<file path="src/sv/pcps_ram.sv">
// Generic single-write, single-read synchronous RAM with registered read data.
`timescale 1ns / 1ps

module pcps_ram #(
  parameter int WIDTH = 8,
  parameter int DEPTH = 16,
  localparam int AW = (DEPTH > 1) ? $clog2(DEPTH) : 1
) (
  input  logic             clk,
  input  logic             we,
  input  logic [AW-1:0]    waddr,
  input  logic [WIDTH-1:0] wdata,
  input  logic [AW-1:0]    raddr,
  output logic [WIDTH-1:0] rdata
);

  logic [WIDTH-1:0] mem [DEPTH];
  logic [WIDTH-1:0] rdata_r;

  always_ff @(posedge clk) begin
    if (we) begin
      mem[waddr] <= wdata;
    end
    rdata_r <= mem[raddr];
  end

  assign rdata = rdata_r;

endmodule

</file>
<file path="config.mk">
export PLATFORM = sky130hd
export DESIGN_NAME = pcps_ram
export DESIGN_NICKNAME = d
export VERILOG_FILES = /design/src/sv/pcps_ram.sv
export SDC_FILE = /design/constraint.sdc
export NUM_CORES = 1
export LEC_CHECK = 0
export ABC_AREA = 1
export BUFFER_PORTS_ARGS = -buffer_cell sky130_fd_sc_hd__buf_2
export CORE_ASPECT_RATIO = 0.6
export CORE_MARGIN = 3
export CORE_UTILIZATION = 57
export CTS_BUF_LIST = sky130_fd_sc_hd__clkbuf_8
export CTS_CLUSTER_SIZE = 20
export DETAILED_ROUTE_END_ITERATION = 16
export PLACE_DENSITY = 0.86
export SLEW_MARGIN = 10
export SYNTH_ARGS = -nofsm -noshare
export SYNTH_HDL_FRONTEND = slang
export SYNTH_SLANG_ARGS = --single-unit
</file>
<file path="constraint.sdc">
create_clock -name clk -period 1.4 [get_ports clk]
set_clock_uncertainty 0.2 [all_clocks]
set_input_delay 0.21 -clock clk [delete_from_list [all_inputs] [get_ports clk]]
set_output_delay 0.21 -clock clk [all_outputs]
set_load 0.02 [all_outputs]
</file>
==> flow_metrics.env <==
export IMPL_status="finished clean"
export IMPL_die_w_um=135.9
export IMPL_synth_warnings=0
export IMPL_worstPathMaxFanout=1
export IMPL_yosys_top_cells_count="nand2_1, edfxtp_1, inv_1, nand3_1, nor2_1"
export IMPL_synth_seq_cells=136
export IMPL_numCtsBuffers=17
export IMPL_place_hpwl_um=8796
export IMPL_place_area_sq_um=6203
export IMPL_grt_pass1_wl_um=20960
export IMPL_power_mw=8.977
export IMPL_drt_iter0_drc=607
export IMPL_finalHoldViolCount=0
export IMPL_worst_pin_slew_ns=0.3755
export IMPL_critPathMaxStageDelay_ns=0.34
export IMPL_final_cell_area_sq_um=6793
export IMPL_crit_required_ns=0.99
export IMPL_start_util=0.6075
export IMPL_fmax_mhz=742.1
export IMPL_crit_type="reg -> out"
export IMPL_cp_num_buf_inv=1
export IMPL_first_pass_iters=5
export IMPL_finalCritPeriodShare=0.9625
export IMPL_hp_class="in -> reg"
export IMPL_yosys_area_top_type_share=0.6665
export IMPL_drc=0
export IMPL_cts_tree="built"
export IMPL_synth_seq_area_share=0.6943
export IMPL_cts_root_buffer="clkbuf_8"
export IMPL_cts_buffer_depth=2
export IMPL_drive_gt1_frac=0.1536
export IMPL_io_buffers=25
export IMPL_overflow=0
export IMPL_worst_ir_drop_vdd_uv=885.6
export IMPL_p_per_area_nw_per_um2=1322
export IMPL_core_area_sq_um=9493
export IMPL_cap_viol_max_count=0
export IMPL_synth_edf_count=128
export IMPL_syn_nets=569
export IMPL_antenna_found_initial=0
export IMPL_rsz0062_at_grt="no"
export IMPL_antenna_cells=0
export IMPL_clock_latency_ns=0.44
export IMPL_crit_chain="buf_2"
export IMPL_crit_path_end_kind="output pin"
export IMPL_synth_flop_cell="edfxtp_1"
export IMPL_finalSetupViolCount=0
export IMPL_syn_inst=551
export IMPL_finalSetupTns_ns=0
export IMPL_yosys_area_top_type="edfxtp_1"
export IMPL_die_y_um=83.91
export IMPL_worstHoldEndpoint="rdata[3]$_DFF_P_"
export IMPL_gp_congestion=0.8852
export IMPL_fin_nets=630
export IMPL_clkTransAtPathRegs_ns=0.07
export IMPL_critPathSlowestCell="dfxtp_1"
export IMPL_htreeDepth=4
export IMPL_min_path_cells=6
export IMPL_cp_top_family="flip-flops"
export IMPL_min_period_ns=1.347
export IMPL_wl_um=13330
export IMPL_hp_start="raddr[2]"
export IMPL_synth_most_common_cell="nand2_1"
export IMPL_reg2reg_depth=6
export IMPL_std_cell_rows=27
export IMPL_grt_use_total=0.2505
export IMPL_synth_area_sq_um=5767
export IMPL_r2r_start="mem[1][6]$_DFFE_PP_"
export IMPL_ys_types=12
export IMPL_wire_per_inst_um=17.65
export IMPL_io_pins=26
export IMPL_via_per_inst=5.328
export IMPL_die_area_sq_um=11400
export IMPL_grt_pass1_vias=3926
export IMPL_syn2layout_area_growth_pct=17.79
export IMPL_vias=4023
export IMPL_fin_util=0.7156
export IMPL_grt_max_degree=33
export IMPL_power_leakage_nw=2.978
export IMPL_syn_avg_cell_area_sq_um=10.47
export IMPL_fillers=654
export IMPL_drv_slew=0
export IMPL_ant_nets=0
export IMPL_slew_headroom=0.7497
export IMPL_timing_rr_end="rdata[6]$_DFF_P_"
export IMPL_critical_path_arrival_ns=0.94
export IMPL_ys_async_sr_fraction=0
export IMPL_rrSetupSlack_ns=0.19
export IMPL_cts_sinks=136
export IMPL_crit_path_start_kind="flop"
export IMPL_synth_area_top_cells="edfxtp_1, nand2_1, nand3_1"
where the power goes:
| group | internal (mW) | leakage [nW] | switching [mW] |
|---|---|---|---|
| clock network | 2.26 | 0.228 | 1.48 |
| logic | 0.231 | 1.53 | 0.423 |
| registers | 4.55 | 1.22 | 0.0408 |
flip-flops by register name, summed over array words and instances (netlist names):
signal	cells
rdata	8
mem	128
cell usage in the layout (no fill, tap or decap):
cell type / netlist / final
nand3b_1: 2 / 2
bufinv_16: 0 / 5
dfxtp_2: 0 / 6
dlygate4sd3_1: 0 / 9
clkinv_4: 0 / 1
inv_1: 100 / 101
nor2_1: 17 / 17
buf_6: 6 / 1
clkinv_2: 0 / 1
dfxtp_1: 8 / 2
clkinvlp_4: 0 / 4
clkbuf_8: 0 / 20
buf_2: 13 / 19
buf_4: 4 / 31
inv_2: 2 / 2
nand3_1: 97 / 97
buf_12: 0 / 6
edfxtp_1: 128 / 128
nand2_1: 173 / 173
through the flow:
step	hold WS [ns]	setup WS, ns	std cells
floorplan	0.1089	0.03916	551
global placement	0.3751	0.001896	714
detailed placement	0.3829	-0.04087	714
CTS	0.08281	0.001752	755
global route	0.1049	0.006618	755
finish	0.1094	0.05253	755
final cells by class:
| type | count | area (sq um) | share of cell area |
|---|---|---|---|
| clock inverter | 12 | 197.7 | 0.02910 |
| inverter | 102 | 382.9 | 0.05636 |
| sequential | 136 | 4011 | 0.5905 |
| clock buffer | 20 | 275.3 | 0.04052 |
| timing repair buffer | 66 | 549.3 | 0.08086 |
| multi-input combinational | 289 | 1214 | 0.1787 |
| tap | 130 | 162.7 | 0.02395 |
cell families (layout without fill, tap and decap cells):
logic type / count (synthesis) / count (layout) / share of synthesized area
buf+inv: 126 / 200 / 0.09525
simple gates: 289 / 289 / 0.2105
flops: 136 / 136 / 0.6943
how the worst max path moves through the flow:
stage / start / end / cells past startpoint
final: rdata[4]$_DFF_P_ / rdata[4] / 1
after global routing: rdata[7]$_DFF_P_ / rdata[7] / 1
after CTS: rdata[6]$_DFF_P_ / rdata[6] / 1
after detailed placement: waddr[3] / mem[4][3]$_DFFE_PP_ / 4
after global placement: raddr[0] / rdata[5]$_DFF_P_ / 8
after floorplan: waddr[3] / mem[4][0]$_DFFE_PP_ / 2
per-layer routing:
metal	up-vias	share of wire	global-route usage
met5	-	0	0
li1	1892	-	-
met1	1864	0.43	0.3610
met3	23	0.12	0.09096
met2	244	0.43	0.3601
met4	0	0.017	0.07319
timing repair:
item                                    CTS  global route
resized for setup                         8             5
hold buffers                              9             0
endpoints found under the hold margin   133             0
endpoints found under the setup margin    6             5
setup buffers                             0             0
(Power assumes the default switching activity.)
