`config.mk`:
```
export PLATFORM = sky130hd
export DESIGN_NAME = pcps_obuf
export DESIGN_NICKNAME = d
export VERILOG_FILES = /design/src/sv/pcps_pkg.sv /design/src/sv/pcps_obuf.sv
export SDC_FILE = /design/constraint.sdc
export NUM_CORES = 1
export LEC_CHECK = 0
export ABC_AREA = 1
export BUFFER_PORTS_ARGS = -buffer_cell sky130_fd_sc_hd__buf_2
export CORE_MARGIN = 10
export CORE_UTILIZATION = 35
export DETAILED_ROUTE_END_ITERATION = 16
export PLACE_DENSITY = 0.69
export REMOVE_ABC_BUFFERS = 1
export SLEW_MARGIN = 20
export SYNTH_ARGS = -nofsm -noshare
export SYNTH_HDL_FRONTEND = slang
export SYNTH_SLANG_ARGS = --single-unit
```
`constraint.sdc`:
```
create_clock -name clk -period 0.9 [get_ports clk]
set_input_delay 0.18 -clock clk [delete_from_list [all_inputs] [get_ports clk]]
set_output_delay 0.18 -clock clk [all_outputs]
set_load 0.005 [all_outputs]
```
`src/sv/pcps_pkg.sv`:
```
// Shared types and constants for the per-chip PLL configuration scheduler.
`timescale 1ns / 1ps

package pcps_pkg;

  localparam int DEF_BOARDS          = 4;
  localparam int DEF_CHIPS_PER_BOARD = 16;

  localparam int WORD_W     = 32;
  localparam int BOARD_W    = 2;
  localparam int CHIP_W     = 4;
  localparam int SERVED_W   = 6;
  localparam int OPCODE_W   = 2;
  localparam int ENTRY_W    = 3 * WORD_W + 1;
  localparam int IN_DATA_W  = 104;
  localparam int OUT_DATA_W = 104;

  localparam logic [WORD_W-1:0] DEFAULT_WORD = 32'd1;

  typedef enum logic [OPCODE_W-1:0] {
    OP_WORK    = 2'd0,
    OP_SET_ONE = 2'd1,
    OP_SET_ALL = 2'd2,
    OP_UNUSED  = 2'd3
  } pcps_op_t;

  typedef enum logic [1:0] {
    ST_CLEAR,
    ST_IDLE,
    ST_FILL,
    ST_WORK
  } pcps_state_t;

  typedef struct packed {
    logic [WORD_W-1:0]   w0;
    logic [WORD_W-1:0]   w1;
    logic [WORD_W-1:0]   w2;
    logic                was_pending;
    logic [SERVED_W-1:0] slot;
  } pcps_res_t;

  typedef struct packed {
    logic      load;
    pcps_res_t res;
  } pcps_load_t;

endpackage

```
`src/sv/pcps_obuf.sv`:
```
// Output register stage for served work results.
`timescale 1ns / 1ps

module pcps_obuf
  import pcps_pkg::*;
(
  input  logic                  clk,
  input  logic                  rst_n,
  input  pcps_load_t            ld,
  output logic                  out_free,
  output logic                  out_tvalid,
  input  logic                  out_tready,
  output logic [OUT_DATA_W-1:0] out_tdata,
  output logic                  out_tuser
);

  logic      valid_r, valid_nxt;
  pcps_res_t res_r, res_nxt;

  assign out_free = !valid_r || out_tready;

  always_ff @(posedge clk) begin
    if (!rst_n) begin
      valid_r <= 1'b0;
    end else begin
      valid_r <= valid_nxt;
    end
  end

  always_ff @(posedge clk) begin
    res_r <= res_nxt;
  end

  always_comb begin
    valid_nxt = valid_r;
    res_nxt   = res_r;
    if (ld.load) begin
      valid_nxt = 1'b1;
      res_nxt   = ld.res;
    end else if (out_tready) begin
      valid_nxt = 1'b0;
    end
  end

  assign out_tvalid = valid_r;
  assign out_tdata  = {2'b00, res_r.slot, res_r.w2, res_r.w1, res_r.w0};
  assign out_tuser  = res_r.was_pending;

endmodule

```
==> results.md <==
- Status: finished with violations
- Failing checks: negative setup slack
- Number of synthesized flops with an enable pin: a little over 100
- Die ar.: 13220 µm²
- CORE AREA: 8763 µm²
- Initial Utilization: 36.04%
- Via/cell ratio: between 4 and 5
- TNS Setup: -13.75 ns
- Top FF cell, synth: edfxtp_1
- Sequential-to-total area share from yosys stat: 98.57%
- Remaining antenna violation count: 0
- Static Leak: 2.448 nW
- PD cells: approximately 1700 nW/µm²
- Minimum clock period: approximately 1.1 ns
- F_max: 926.1 MHz
- Worst hold start: rst_n
- Die H: about 110 µm
- Endpoints failing hold: 0
- Worst setup margin: -0.1798 ns
- Total CTS buffers: 9
- Setup slack after placement: -0.04197 ns
- Arrival @ worst endpoint: roughly 0.90 ns
- Crit. End Element: primary output
- Vias: about 2400
- Placed inst area: 4425 µm²
- Htree depth: 3
- IO Pins: approximately 210
- Worst setup SP type: flop
- Flop2flop setup slack: approximately 0.18 ns
- # setup viols final: roughly 110
- VDD IR-drop max: about 0.9 mV
- Die X: 115.0 µm
- Fillers: 622
- Clk root buf: clkbuf_8
- Worst reg2reg path startpoint: out_tvalid
- Nets: about 550
- Avg WL per Cell: about 18 µm
- Worst setup path startpoint: out_tdata[83]
- Final worst-path cycle share: 120.0%
- Final GP Congestion: 0.6953
- Initial antenna violation count: 2
- Hold depth: 3
- Top cell type by total area after synthesis: edfxtp_1
- CP max stage cell: edfxtp_1
- CP Data Required Time: ~0.72 ns
- Gr ovfl total: 0
- Final slew viol count: 0
- RSZ-0062 raised after global routing: true
- Clock sinks: roughly 100
- Reg2Reg Depth: 3
- Stages on the worst setup path: 1
- Initial DRC Count: 114
- Synth top cells by count: edfxtp_1 (103), inv_1 (3), buf_4 (2)
- RR Endpoint: out_tvalid
- Vias in the first global route: between 2000 and 3000
- Design Area, Final: 5657 µm²
- Critical path class: flop to primary output
- DRT Pass-1 Iters: 4
- CP Buf/Inv Count: 1
- Placed insts: 438
- Worst-Skew Late Latency: 0.34 ns
- Synthesized area: ~3200 µm²
- Final clock skew: 0 ns
- Number of port buffers: roughly 210
- Worst-path clk slew: roughly 0.09 ns
- Register bit total from synthesis: approximately 100
- Global-route wire length before repair: ~15 mm
- Core Util, Final: ~65%
- Synth Instances: between 100 and 150
- Syn Area/Cell: roughly 28 µm²
- DRC viols: 0
- Post-synth cell types: 7
- Post-synthesis async set-or-reset flop share: 0%
- Crit path max fanout: 1
- Synth top area cells: edfxtp_1 (98%), dfxtp_1 (0.63%), buf_4 (0.48%), inv_1 (0.36%), a21oi_2 (0.28%)
- Max-cap viol count: 0
- Largest net degree at the start of global routing: 36
- CP cell instances: buf_2
- Count of synthesis-stage warnings from yosys: 0
- Total GRT Usage: between 10% and 20%
- Most common cell in the netlist: edfxtp_1
- Cell family with most CP delay: flip-flops
- TritonCTS clock tree: built
- Rows: 34
- Clock tree buffer depth: 2
- Area Growth Syn to Fin: 79.12%
- Non-filler cells, final: roughly 560
- End of the worst hold path: out_tvalid
- Max incr delay on CP: roughly 0.41 ns
- Routed wire length: roughly 10 mm
- Yosys top cell area share: between 90% and 100%
- Type of the tightest min-delay check: input port to flop
- Share of layout cells above drive strength 1: 52.68%
[logic make-up (layout without fill, tap and decap cells)]
| group | Yosys count | count (layout) | synth area share (%) |
|---|---|---|---|
| AND/OR/NAND/NOR | 1 | 1 | 0.1982 |
| AO/OA/AOI/OAI | 1 | 1 | 0.2774 |
| buffers and inverters | 5 | 340 | 0.8318 |
| other | 1 | 3 | 0.1187 |
| flip-flops | 104 | 104 | 98.57 |
[flip-flops by register name, indices dropped and copies added (netlist names)]
signal and flops:
out_tdata 102, out_tuser 1, out_tvalid 1
[report_power, final]
group	total, W	internal (W)	switching, W
Combinational	0.00120	0.000729	0.000475
Sequential	0.00583	0.00574	0.0000934
Clock	0.00277	0.00128	0.00149
[cell usage in the layout (no fill, tap or decap)]
cell	n
edfxtp_1	103
buf_12	2
inv_6	2
diode_2	1
nand2_2	1
bufinv_16	1
buf_4	8
clkbuf_8	9
clkbuf_1	1
inv_1	3
buf_6	1
dlygate4sd3_1	103
a21oi_2	1
buf_2	209
clkinvlp_4	1
conb_1	2
dfxtp_2	1
[repair_timing]
| action | CTS | global route |
|---|---|---|
| resized for setup | 2 | 0 |
| setup buffers | 0 | 1 |
| endpoints found under the setup margin | 105 | 105 |
| pin swaps | 1 | 1 |
| hold buffers | 100 | 3 |
| endpoints found under the hold margin | 100 | 3 |
[area by class of cell]
| cell class | instances | area (µm²) | share of cell area [%] |
|---|---|---|---|
| flip-flops and latches | 104 | 3114 | 55.05 |
| diodes | 1 | 2.502 | 0.04424 |
| repair buffers | 323 | 2188 | 38.69 |
| multi-input cells | 4 | 22.52 | 0.3981 |
| inverters | 3 | 11.26 | 0.1991 |
| clock buffers | 10 | 127.6 | 2.256 |
| well taps | 108 | 135.1 | 2.389 |
| clock inverters | 4 | 55.05 | 0.9732 |
[metrics by stage]
stage	hold slack, ns	total power (W)
after floorplan	0.2789	0.006016
after global placement	0.3562	0.006762
after detailed placement	0.3581	0.006794
after CTS	0.0002177	0.009904
after global routing	0.05616	0.01026
final	0.07223	0.009807
[worst max path at each step]
| stage | to | slack [ns] |
|---|---|---|
| finish | out_tdata[83] | -0.18 |
| global route | out_tdata[16] | -0.23 |
| CTS | out_tdata[83] | -0.22 |
| detailed placement | out_tdata[40] | -0.04 |
| global placement | out_tdata[58] | -0.01 |
| floorplan | out_free | 0.31 |
[worst reg2reg max path, stage by stage, from the launching register on]
cell and delay, ns:
dfxtp_2 0.35, nand2_2 0.07, buf_4 0.13, a21oi_2 0.10
[routing by layer]
metal	vias up	GRT usage (%)	part of all wire, %
li1	1105	-	-
met1	1152	15.14	33
met2	123	26.69	55
met3	10	7.031	11
met4	2	3.630	0.97
met5	-	0	0.11
(Power assumes the default switching activity.)
