### src/sv/pcps_pkg.sv
// Shared types and constants for the per-chip PLL configuration scheduler.
`timescale 1ns / 1ps

package pcps_pkg;

  localparam int DEF_BOARDS          = 4;
  localparam int DEF_CHIPS_PER_BOARD = 16;

  localparam int WORD_W     = 32;
  localparam int BOARD_W    = 2;
  localparam int CHIP_W     = 4;
  localparam int SERVED_W   = 6;
  localparam int OPCODE_W   = 2;
  localparam int ENTRY_W    = 3 * WORD_W + 1;
  localparam int IN_DATA_W  = 104;
  localparam int OUT_DATA_W = 104;

  localparam logic [WORD_W-1:0] DEFAULT_WORD = 32'd1;

  typedef enum logic [OPCODE_W-1:0] {
    OP_WORK    = 2'd0,
    OP_SET_ONE = 2'd1,
    OP_SET_ALL = 2'd2,
    OP_UNUSED  = 2'd3
  } pcps_op_t;

  typedef enum logic [1:0] {
    ST_CLEAR,
    ST_IDLE,
    ST_FILL,
    ST_WORK
  } pcps_state_t;

  typedef struct packed {
    logic [WORD_W-1:0]   w0;
    logic [WORD_W-1:0]   w1;
    logic [WORD_W-1:0]   w2;
    logic                was_pending;
    logic [SERVED_W-1:0] slot;
  } pcps_res_t;

  typedef struct packed {
    logic      load;
    pcps_res_t res;
  } pcps_load_t;

endpackage

### src/sv/pcps_seq.sv
// Sequencer: clear sweep, slot writes, broadcast fill and work read-modify-write.
`timescale 1ns / 1ps

module pcps_seq
  import pcps_pkg::*;
#(
  parameter int BOARDS          = DEF_BOARDS,
  parameter int CHIPS_PER_BOARD = DEF_CHIPS_PER_BOARD,
  localparam int SLOTS  = BOARDS * CHIPS_PER_BOARD,
  localparam int SLOT_W = (SLOTS > 1) ? $clog2(SLOTS) : 1
) (
  input  logic                clk,
  input  logic                rst_n,
  input  logic                in_tvalid,
  output logic                in_tready,
  input  logic [OPCODE_W-1:0] in_opcode,
  input  logic [BOARD_W-1:0]  board_sel,
  input  logic [CHIP_W-1:0]   chip_sel,
  input  logic [WORD_W-1:0]   pll_in0,
  input  logic [WORD_W-1:0]   pll_in1,
  input  logic [WORD_W-1:0]   pll_in2,
  output logic                ram_we,
  output logic [SLOT_W-1:0]   ram_waddr,
  output logic [ENTRY_W-1:0]  ram_wdata,
  output logic [SLOT_W-1:0]   ram_raddr,
  input  logic [ENTRY_W-1:0]  ram_rdata,
  input  logic                out_free,
  output pcps_load_t          ld
);

  localparam logic [SLOT_W-1:0] LAST_SLOT = SLOT_W'(SLOTS - 1);

  pcps_state_t           state_r, state_nxt;
  logic [SLOT_W-1:0]     ptr_r, ptr_nxt;
  logic [SLOT_W-1:0]     cnt_r, cnt_nxt;
  logic [3*WORD_W-1:0]   fill_r, fill_nxt;
  logic                  in_range;
  logic [SLOT_W-1:0]     set_slot;
  logic                  pend;

  assign in_range = (int'(board_sel) < BOARDS) && (int'(chip_sel) < CHIPS_PER_BOARD);
  assign set_slot = SLOT_W'(int'(board_sel) * CHIPS_PER_BOARD + int'(chip_sel));
  assign pend     = ram_rdata[ENTRY_W-1];

  always_ff @(posedge clk) begin
    if (!rst_n) begin
      state_r <= ST_CLEAR;
      ptr_r   <= LAST_SLOT;
      cnt_r   <= '0;
    end else begin
      state_r <= state_nxt;
      ptr_r   <= ptr_nxt;
      cnt_r   <= cnt_nxt;
    end
  end

  always_ff @(posedge clk) begin
    fill_r <= fill_nxt;
  end

  always_comb begin
    state_nxt = state_r;
    ptr_nxt   = ptr_r;
    cnt_nxt   = cnt_r;
    fill_nxt  = fill_r;
    in_tready = 1'b0;
    ram_we    = 1'b0;
    ram_waddr = ptr_r;
    ram_wdata = '0;
    ram_raddr = ptr_r;
    ld        = '0;
    case (state_r)
      ST_CLEAR: begin
        ram_we    = 1'b1;
        ram_waddr = cnt_r;
        ram_wdata = '0;
        if (cnt_r == LAST_SLOT) begin
          cnt_nxt   = '0;
          state_nxt = ST_IDLE;
        end else begin
          cnt_nxt = cnt_r + 1'b1;
        end
      end
      ST_IDLE: begin
        in_tready = 1'b1;
        if (in_tvalid) begin
          case (pcps_op_t'(in_opcode))
            OP_WORK: begin
              state_nxt = ST_WORK;
            end
            OP_SET_ONE: begin
              if (in_range) begin
                ram_we    = 1'b1;
                ram_waddr = set_slot;
                ram_wdata = {1'b1, pll_in2, pll_in1, pll_in0};
              end
            end
            OP_SET_ALL: begin
              fill_nxt  = {pll_in2, pll_in1, pll_in0};
              cnt_nxt   = '0;
              state_nxt = ST_FILL;
            end
            default: begin
            end
          endcase
        end
      end
      ST_FILL: begin
        ram_we    = 1'b1;
        ram_waddr = cnt_r;
        ram_wdata = {1'b1, fill_r};
        if (cnt_r == LAST_SLOT) begin
          cnt_nxt   = '0;
          state_nxt = ST_IDLE;
        end else begin
          cnt_nxt = cnt_r + 1'b1;
        end
      end
      ST_WORK: begin
        if (out_free) begin
          ld.load            = 1'b1;
          ld.res.was_pending = pend;
          ld.res.slot        = SERVED_W'(ptr_r);
          if (pend) begin
            ld.res.w0 = ram_rdata[WORD_W-1:0];
            ld.res.w1 = ram_rdata[2*WORD_W-1:WORD_W];
            ld.res.w2 = ram_rdata[3*WORD_W-1:2*WORD_W];
          end else begin
            ld.res.w0 = DEFAULT_WORD;
            ld.res.w1 = DEFAULT_WORD;
            ld.res.w2 = DEFAULT_WORD;
          end
          ram_we    = pend;
          ram_waddr = ptr_r;
          ram_wdata = {1'b0, ram_rdata[3*WORD_W-1:0]};
          ptr_nxt   = (ptr_r == '0) ? LAST_SLOT : ptr_r - 1'b1;
          state_nxt = ST_IDLE;
        end
      end
      default: begin
        state_nxt = ST_IDLE;
      end
    endcase
  end

endmodule

### config.mk
export PLATFORM = sky130hd
export DESIGN_NAME = pcps_seq
export DESIGN_NICKNAME = d
export VERILOG_FILES = /design/src/sv/pcps_pkg.sv /design/src/sv/pcps_seq.sv
export SDC_FILE = /design/constraint.sdc
export NUM_CORES = 1
export LEC_CHECK = 0
export BUFFER_PORTS_ARGS = -buffer_cell sky130_fd_sc_hd__buf_2
export CAP_MARGIN = 10
export CORE_ASPECT_RATIO = 0.6
export CORE_MARGIN = 4
export CORE_UTILIZATION = 32
export DETAILED_ROUTE_END_ITERATION = 10
export GPL_TIMING_DRIVEN = 0
export PLACE_DENSITY_LB_ADDON = 0.12
export SETUP_SLACK_MARGIN = 0.05
export SYNTH_ARGS = -nofsm -noshare
export SYNTH_HDL_FRONTEND = slang
export SYNTH_SLANG_ARGS = --single-unit
### constraint.sdc
create_clock -name clk -period 5.3 [get_ports clk]
set_clock_uncertainty 0.1 [all_clocks]
set_input_delay 1.06 -clock clk [delete_from_list [all_inputs] [get_ports clk]]
set_output_delay 1.06 -clock clk [all_outputs]
set_load 0.05 [all_outputs]
==> results of run 1 <==
-- flip-flops by register name, summed over array words and instances (netlist names) --
register and flops:
fill_r 96, ram_raddr 6, cnt_r 6, state_r 2
-- synthesized netlist by cell type (all sizes together) (5+ instances only) --
cell type / count / share of area, %
nor2: 11 / 0.67
a21oi: 75 / 5.7
dfxtp: 14 / 4.3
a22oi: 61 / 7.0
inv: 11 / 0.63
nor2b: 41 / 3.9
nand3: 108 / 8.3
nand2: 65 / 3.7
and2: 5 / 0.48
buf: 33 / 3.4
o21ai: 6 / 0.46
clkbuf: 39 / 2.3
and3: 93 / 8.9
edfxtp: 96 / 44
-- area by class of cell --
| type | instances | area (µm²) |
|---|---|---|
| Buffer | 72 | 375 |
| Inverter | 11 | 41.3 |
| Timing Repair Buffer | 420 | 2120 |
| Sequential cell | 110 | 3160 |
| Tap cell | 273 | 342 |
| Clock buffer | 11 | 243 |
| Multi-Input combinational cell | 509 | 2960 |
| Fill cell | 2057 | 10700 |
| Antenna cell | 2 | 5.00 |
| Clock inverter | 5 | 42.5 |
-- cell families (layout without fill, tap and decap cells) --
kind of cell	Yosys count	count (layout)
other cells	0	2
buf+inv	83	519
fa+ha+maj	3	3
compound gates	167	167
simple gates	336	336
mux	3	3
flops	110	110
-- layer usage --
metal | track usage, % | part of all wire, % | up-vias
li1 | - | - | 3493
met1 | 36.5 | 43 | 3641
met2 | 42.6 | 46 | 400
met3 | 6.14 | 9.0 | 43
met4 | 6.10 | 1.8 | 10
met5 | 0 | 0.17 | -
-- through the flow --
| step | setup slack, ps | utilization (%) |
|---|---|---|
| after global routing | 893 | 46.4 |
| after detailed placement | 971 | 45.0 |
| final | 945 | 46.4 |
| after global placement | -396 | 44.8 |
| after floorplan | 1090 | - |
| after CTS | 961 | 46.4 |
-- how the worst max path moves through the flow --
stage                   from                   end  cells after the start
6_report       ram_rdata[96]                ld[64]                      5
5_1_grt        ram_rdata[96]                ld[64]                      5
3_3_place_gp       in_tvalid  fill_r[51]$_DFFE_PP_                      3
2_1_floorplan      in_tvalid   fill_r[0]$_DFFE_PP_                      2
3_5_place_dp   ram_rdata[96]                ld[92]                      5
4_1_cts        ram_rdata[96]                ld[92]                      5
-- power groups by stage --
stage	registers (mW)	logic, mW	clock network, mW
5_1_grt	0.944	0.180	0.726
4_1_cts	0.943	0.164	0.695
6_report	0.944	0.166	0.683
2_1_floorplan	0.963	0.0365	0
3_3_place_gp	0.963	0.161	0
3_5_place_dp	0.963	0.164	0
-- worst max-delay path, cell delays in order --
cell,delay (ps)
buf_2,150
clkbuf_1,580
clkbuf_1,830
and3_1,300
buf_2,270
==> flow_summary.json, run 1 <==
{
  "status": "complete, no violations",
  "seq_area_frac_synth_pct": 48.4,
  "synth_fa_ha_area_share_pct": 0.574,
  "cp_max_fo": 10,
  "period_needed_ps": 4360,
  "routed_wl_mm": 32.2,
  "cts_buffers": 9,
  "worst_ep_arrival_time_ps": 3200,
  "yosys_register_bits": 110,
  "seqPwrFrac_pct": 52.6,
  "cts_num_sinks": 110,
  "worst_hold_path_type": "reg2reg",
  "holdPathStages": 1,
  "grt_max_degree": 56,
  "max_freq_mhz": 230,
  "grtUsageTotal_pct": 26.6,
  "first_global_vias": 7094,
  "power_switching_uw": 446,
  "synth_top_family_by_area": "simple AND/OR/NAND/NOR gates",
  "vdd_drop_max_mv": 0.168,
  "critPathLaunchType": "input port",
  "avgViaCountPerCell": 5.37,
  "start_util_pct": 32.6,
  "clock_latency_ps": 360,
  "hold-worst-slack_ps": 423,
  "wl_per_cell_um": 22.8,
  "clock_path_buffers": 2,
  "drt-initial-drc-count": 570,
  "ioPinCount": 420,
  "hold_violations": 0,
  "fin_cells": 1413,
  "yosys.area_share.simple_pct": 27.7,
  "p_clk_share_pct": 38.1,
  "dpl_cell_area_um2": 9000,
  "crit-reg2reg-capture": "fill_r[74]$_DFFE_PP_",
  "cts_setup_buffers": 0,
  "tritoncts": "yes",
  "first_pass_iters": 4,
  "cts.clk_slew.worst_paths_ps": 80,
  "synth-compound-area-share_pct": 16.5,
  "relSlewSlack_pct": 31.6,
  "io_buffer_count": 419,
  "post-route-period-util_pct": 82.2,
  "finalSetupViolCount": 0,
  "synth-xor-area-share_pct": 0,
  "worst_pin_slew_ps": 1030,
  "syn_area_um2": 6540,
  "dp_cells": 1395,
  "fin_nets": 1341,
  "crit_type": "in2out",
  "synth_fp_nets": 910,
  "drv_cap": 0,
  "antenna_found_initial": 8,
  "dieWidth_um": 192,
  "synthFlopType": "edfxtp_1",
  "syn_inst": 702,
  "rows": 40,
  "gp_congestion": 0.915,
  "core_um2": 20000,
  "vias": 7587,
  "synth_warnings": 0,
  "hold_end": "cnt_r[2]$_SDFFE_PN0P_",
  "grt_pass1_wl_mm": 45.4,
  "intPower_mw": 1.35,
  "drive_above_1_share_pct": 42.0,
  "ctsRootBufferMaster": "clkbuf_16",
  "cts_hold_buf": 0,
  "finalSetupTns_ps": 0,
  "ff2ff_path_depth": 3,
  "holdCritStartpoint": "cnt_r[2]$_SDFFE_PN0P_",
  "drc": 0,
  "dp_hpwl_mm": 25.0,
  "r2r-start": "state_r[0]$_SDFFE_PN0P_",
  "post_cts_resized": 0,
  "required_ps": 4140,
  "synthMuxAreaShare_pct": 0.460,
  "power_density_nw_per_um2": 193,
  "grt_setup_unrepaired": "false",
  "layout_commonest_cell": "buf_2",
  "pwr-share-comb_pct": 9.3,
  "final_antenna_net_count": 0,
  "synth-edff-count": 96,
  "avgSynthCellArea_um2": 9.31,
  "die_h_um": 119,
  "grt_remaining_overflow": 0,
  "area_delta_synth_final_pct": 42.2,
  "slew_viol_final": 0,
  "dieArea_um2": 22800,
  "leakagePower_nw": 4.97,
  "cp-end-kind": "output pin",
  "swShare_pct": 24.8,
  "async_flop_share_pct": 0,
  "ys_types": 50,
  "final_area_um2": 9290,
  "final_cell_mix": "buf_2, nand3_1, edfxtp_1, and3_1, a21oi_1",
  "finalPower_mw": 1.79,
  "reg2reg_slack_ps": 3000,
  "htreeDepth": 3
}
Note: power is estimated with default switching activity, not from simulation.
==> run 2: changes to the inputs <==
Clock period 5.3 ns to 3.9 ns, I/O delays scaled along.
==> flow_summary.json, run 2 (synthesized netlist as in run 1, its figures left out) <==
{
  "largest-register": "fill_r",
  "hold_violations": 0,
  "ff2ff_path_depth": 3,
  "htreeDepth": 3,
  "cts.clk_slew.worst_paths_ps": 70,
  "cts_hold_buf": 0,
  "critPathLaunchType": "input port",
  "final_cell_mix": "buf_2, nand3_1, edfxtp_1, and3_1, a21oi_1",
  "avgViaCountPerCell": 5.28,
  "largest_register_ffs": 96,
  "vias": 7467,
  "io_buffer_count": 419,
  "wl_met3_mm": 2.73,
  "critPathMaxStageDelay_ps": 710,
  "area_delta_synth_final_pct": 42.8,
  "grt_max_degree": 59,
  "cp_max_fo": 10,
  "cts_num_sinks": 110,
  "status": "complete, no violations",
  "r2r-start": "state_r[0]$_SDFFE_PN0P_",
  "cts_setup_buffers": 0,
  "grt_setup_unrepaired": "false",
  "ioPinCount": 420,
  "start_util_pct": 32.6,
  "multi_input_area_um2": 2960,
  "holdCritStartpoint": "cnt_r[2]$_SDFFE_PN0P_",
  "first_global_vias": 7029,
  "leakagePower_nw": 4.98,
  "die_h_um": 119,
  "hold-worst-slack_ps": 440,
  "highest_layer": "met5",
  "first_pass_iters": 5,
  "dr_wl_met2_mm": 14.8,
  "layout_commonest_cell": "buf_2",
  "slew_viol_final": 0,
  "reg2reg_slack_ps": 1560,
  "drt-initial-drc-count": 560,
  "drc": 0,
  "post_cts_resized": 0,
  "fill_cells": 2058,
  "drive_above_1_share_pct": 41.8,
  "worst_ep_arrival_time_ps": 2800,
  "wl_per_cell_um": 22.5,
  "power_density_nw_per_um2": 275,
  "vdd_drop_max_mv": 0.175,
  "post-route-period-util_pct": 94.4,
  "drv_cap": 0,
  "critPathSlowestCell": "clkbuf_1",
  "cp-end-kind": "output pin",
  "grt_pass1_wl_mm": 45.0,
  "grt_remaining_overflow": 0,
  "dieArea_um2": 22800,
  "cp_cell_sequence": "buf_2 -> clkbuf_1 -> clkbuf_1 -> and3_1 -> buf_2",
  "critPathTopFamily": "buffers and inverters",
  "clock_latency_ps": 340,
  "tritoncts": "yes",
  "period_needed_ps": 3680,
  "crit_type": "in2out",
  "dp_hpwl_mm": 24.9,
  "crit-reg2reg-capture": "fill_r[87]$_DFFE_PP_",
  "seqCellArea_um2": 3160,
  "routed_wl_mm": 31.8,
  "required_ps": 3020,
  "gp_congestion": 0.890,
  "final_antenna_net_count": 0,
  "antenna_found_initial": 9,
  "cts_buffers": 9,
  "hold_end": "cnt_r[2]$_SDFFE_PN0P_",
  "holdPathStages": 1,
  "fin_nets": 1341,
  "critPathBufInv": 4,
  "grtUsageTotal_pct": 26.3,
  "worst_hold_path_type": "reg2reg",
  "max_freq_mhz": 272,
  "relSlewSlack_pct": 34.8,
  "dieWidth_um": 192,
  "finalSetupViolCount": 0,
  "worst_pin_slew_ps": 978,
  "core_um2": 20000,
  "finalSetupTns_ps": 0,
  "ctsRootBufferMaster": "clkbuf_16",
  "rows": 40,
  "met1_length_mm": 13.9,
  "clock_path_buffers": 2
}
run 2: routing by layer:
metal	GRT usage [%]	vias up
met5	0	-
met4	3.87	6
met3	6.23	31
met2	43.1	361
met1	36.2	3574
li1	-	3495
run 2: layout make-up:
class                      instances  share of cell area (%)
clock inverter                     4                    1.05
clock buffer                      12                    2.53
inverter                          11                   0.442
buffer                            72                    4.02
tap                              273                    3.66
timing repair buffer             420                    22.7
multi-input combinational        509                    31.7
sequential                       110                    33.9
antenna                            2                  0.0536
run 2: metrics by stage:
step	power, mW	instance area, µm²	std cells	utilization, %	worst slack [ps]
final	2.56	9340	1413	46.6	219
after global routing	2.65	9330	1411	46.6	135
after CTS	2.58	9330	1411	46.6	207
after detailed placement	1.53	9000	1395	44.9	211
after global placement	1.53	8970	1394	44.8	122
after floorplan	1.36	6540	702	-	573
run 2: worst max-delay path by stage:
stage | start | endpoint | slack [ps] | cells past startpoint
floorplan | in_tvalid | ram_waddr[3] | 570 | 5
global placement | ram_rdata[96] | ld[68] | 120 | 5
detailed placement | ram_rdata[96] | ld[68] | 210 | 5
CTS | ram_rdata[96] | ld[68] | 210 | 5
global route | ram_rdata[96] | ld[68] | 130 | 5
finish | ram_rdata[96] | ld[68] | 220 | 5
run 2: report_power, final:
group | internal [mW] | total (mW) | switching (mW)
Combinational | 0.0910 | 0.222 | 0.131
Sequential | 1.28 | 1.28 | 0.00413
Clock | 0.630 | 1.06 | 0.431
==> run 3: changes to the inputs <==
Settings changed: GPL_TIMING_DRIVEN 0 to default.
==> flow_summary.json, run 3 (synthesized netlist as in run 1, its figures left out) <==
{
  "status": "complete, no violations",
  "io_buffer_count": 419,
  "dp_hpwl_mm": 19.2,
  "power_switching_uw": 551,
  "gp_congestion": 0.840,
  "ctsRootBufferMaster": "clkbuf_16",
  "first_pass_iters": 5,
  "final_antenna_net_count": 0,
  "grt_pass1_wl_mm": 38.8,
  "cts.clk_slew.worst_paths_ps": 70,
  "antenna_found_initial": 0,
  "drv_cap": 0,
  "period_needed_ps": 3210,
  "cts_num_sinks": 110,
  "drt-initial-drc-count": 367,
  "grt_remaining_overflow": 0,
  "cts_hold_buf": 0,
  "vias": 6947,
  "fin_nets": 1282,
  "avgViaCountPerCell": 5.14,
  "core_um2": 20000,
  "rows": 40,
  "worst_pin_slew_ps": 640,
  "seqPwrFrac_pct": 54.5,
  "dieWidth_um": 192,
  "worst_ep_arrival_time_ps": 2330,
  "critPathLaunchType": "input port",
  "cts_buffers": 9,
  "drive_above_1_share_pct": 42.1,
  "hold-worst-slack_ps": 444,
  "area_delta_synth_final_pct": 39.4,
  "dieArea_um2": 22800,
  "crit_type": "in2out",
  "finalSetupTns_ps": 0,
  "intPower_mw": 1.80,
  "pwr-share-comb_pct": 8.9,
  "wl_per_cell_um": 19.3,
  "finalSetupViolCount": 0,
  "vdd_drop_max_mv": 0.185,
  "post_cts_resized": 0,
  "ioPinCount": 420,
  "cts_setup_buffers": 0,
  "grtUsageTotal_pct": 21.5,
  "largest_register_ffs": 96,
  "relSlewSlack_pct": 57.3,
  "first_global_vias": 6673,
  "cp_max_fo": 42,
  "layout_commonest_cell": "buf_2",
  "worst_hold_path_type": "reg2reg",
  "largest-register": "fill_r",
  "routed_wl_mm": 26.1,
  "final_core_util_pct": 45.5,
  "post-route-period-util_pct": 82.2,
  "drc": 0,
  "max_freq_mhz": 312,
  "slew_viol_final": 0,
  "required_ps": 3020,
  "p_clk_share_pct": 36.6,
  "finalPower_mw": 2.35,
  "start_util_pct": 32.6,
  "fin_ws_ps": 695,
  "clock_latency_ps": 330,
  "cp-end-kind": "output pin",
  "final_cell_mix": "buf_2, nand3_1, edfxtp_1, and3_1, a21oi_1",
  "clock_path_buffers": 2,
  "tritoncts": "yes",
  "hold_violations": 0,
  "power_density_nw_per_um2": 258,
  "grt_max_degree": 83,
  "leakagePower_nw": 4.81,
  "htreeDepth": 3,
  "die_h_um": 119,
  "swShare_pct": 23.4,
  "grt_setup_unrepaired": "false",
  "dp_slack_ps": 704
}
## run 3: layer usage
layer	GRT usage [%]	wire length (µm)	part of all wire, %	vias up
li1	-	-	-	3367
met3	4.78	1850	7.1	20
met4	4.19	331	1.3	0
met1	27.9	11000	42	3284
met2	37.1	12900	49	276
met5	0	0	0	-
## run 3: final cells by class
cell class,instances,area (µm²)
Antenna cell,1,2.50
Clock buffer,10,229
Clock inverter,5,36.3
Fill cell,2018,10900
Inverter,11,43.8
Multi-Input combinational cell,509,2970
Sequential cell,110,3160
Tap cell,273,342
Timing Repair Buffer,433,2320
## run 3: final timing paths
kind              slack [ps]                     to               startpoint  cells after the start
hold / removal           440  cnt_r[2]$_SDFFE_PN0P_    cnt_r[2]$_SDFFE_PN0P_                      1
setup / recovery         690           ram_waddr[1]             in_opcode[1]                      6
setup reg to reg        1860   fill_r[68]$_DFFE_PP_  state_r[1]$_SDFFE_PN0P_                      3
hold reg to reg          440  cnt_r[2]$_SDFFE_PN0P_    cnt_r[2]$_SDFFE_PN0P_                      1
## run 3: worst max-delay path, cell delays in order
cell	delay (ps)
buf_2	120
nor4bb_4	420
buf_12	270
a21boi_1	170
a221o_1	350
buf_2	210
## run 3: metrics by stage
| stage | cells | instance area, µm² |
|---|---|---|
| after floorplan | 702 | 6540 |
| after global placement | 1336 | 8840 |
| after detailed placement | 1336 | 8840 |
| after CTS | 1351 | 9110 |
| after global routing | 1351 | 9110 |
| final | 1352 | 9110 |
## run 3: power by group through the flow
stage | logic, mW | clock network, mW | registers, mW
6_report | 0.209 | 0.862 | 1.28
2_1_floorplan | 0.0496 | 0 | 1.31
5_1_grt | 0.227 | 0.932 | 1.28
3_3_place_gp | 0.206 | 0 | 1.31
4_1_cts | 0.208 | 0.899 | 1.28
3_5_place_dp | 0.208 | 0 | 1.31
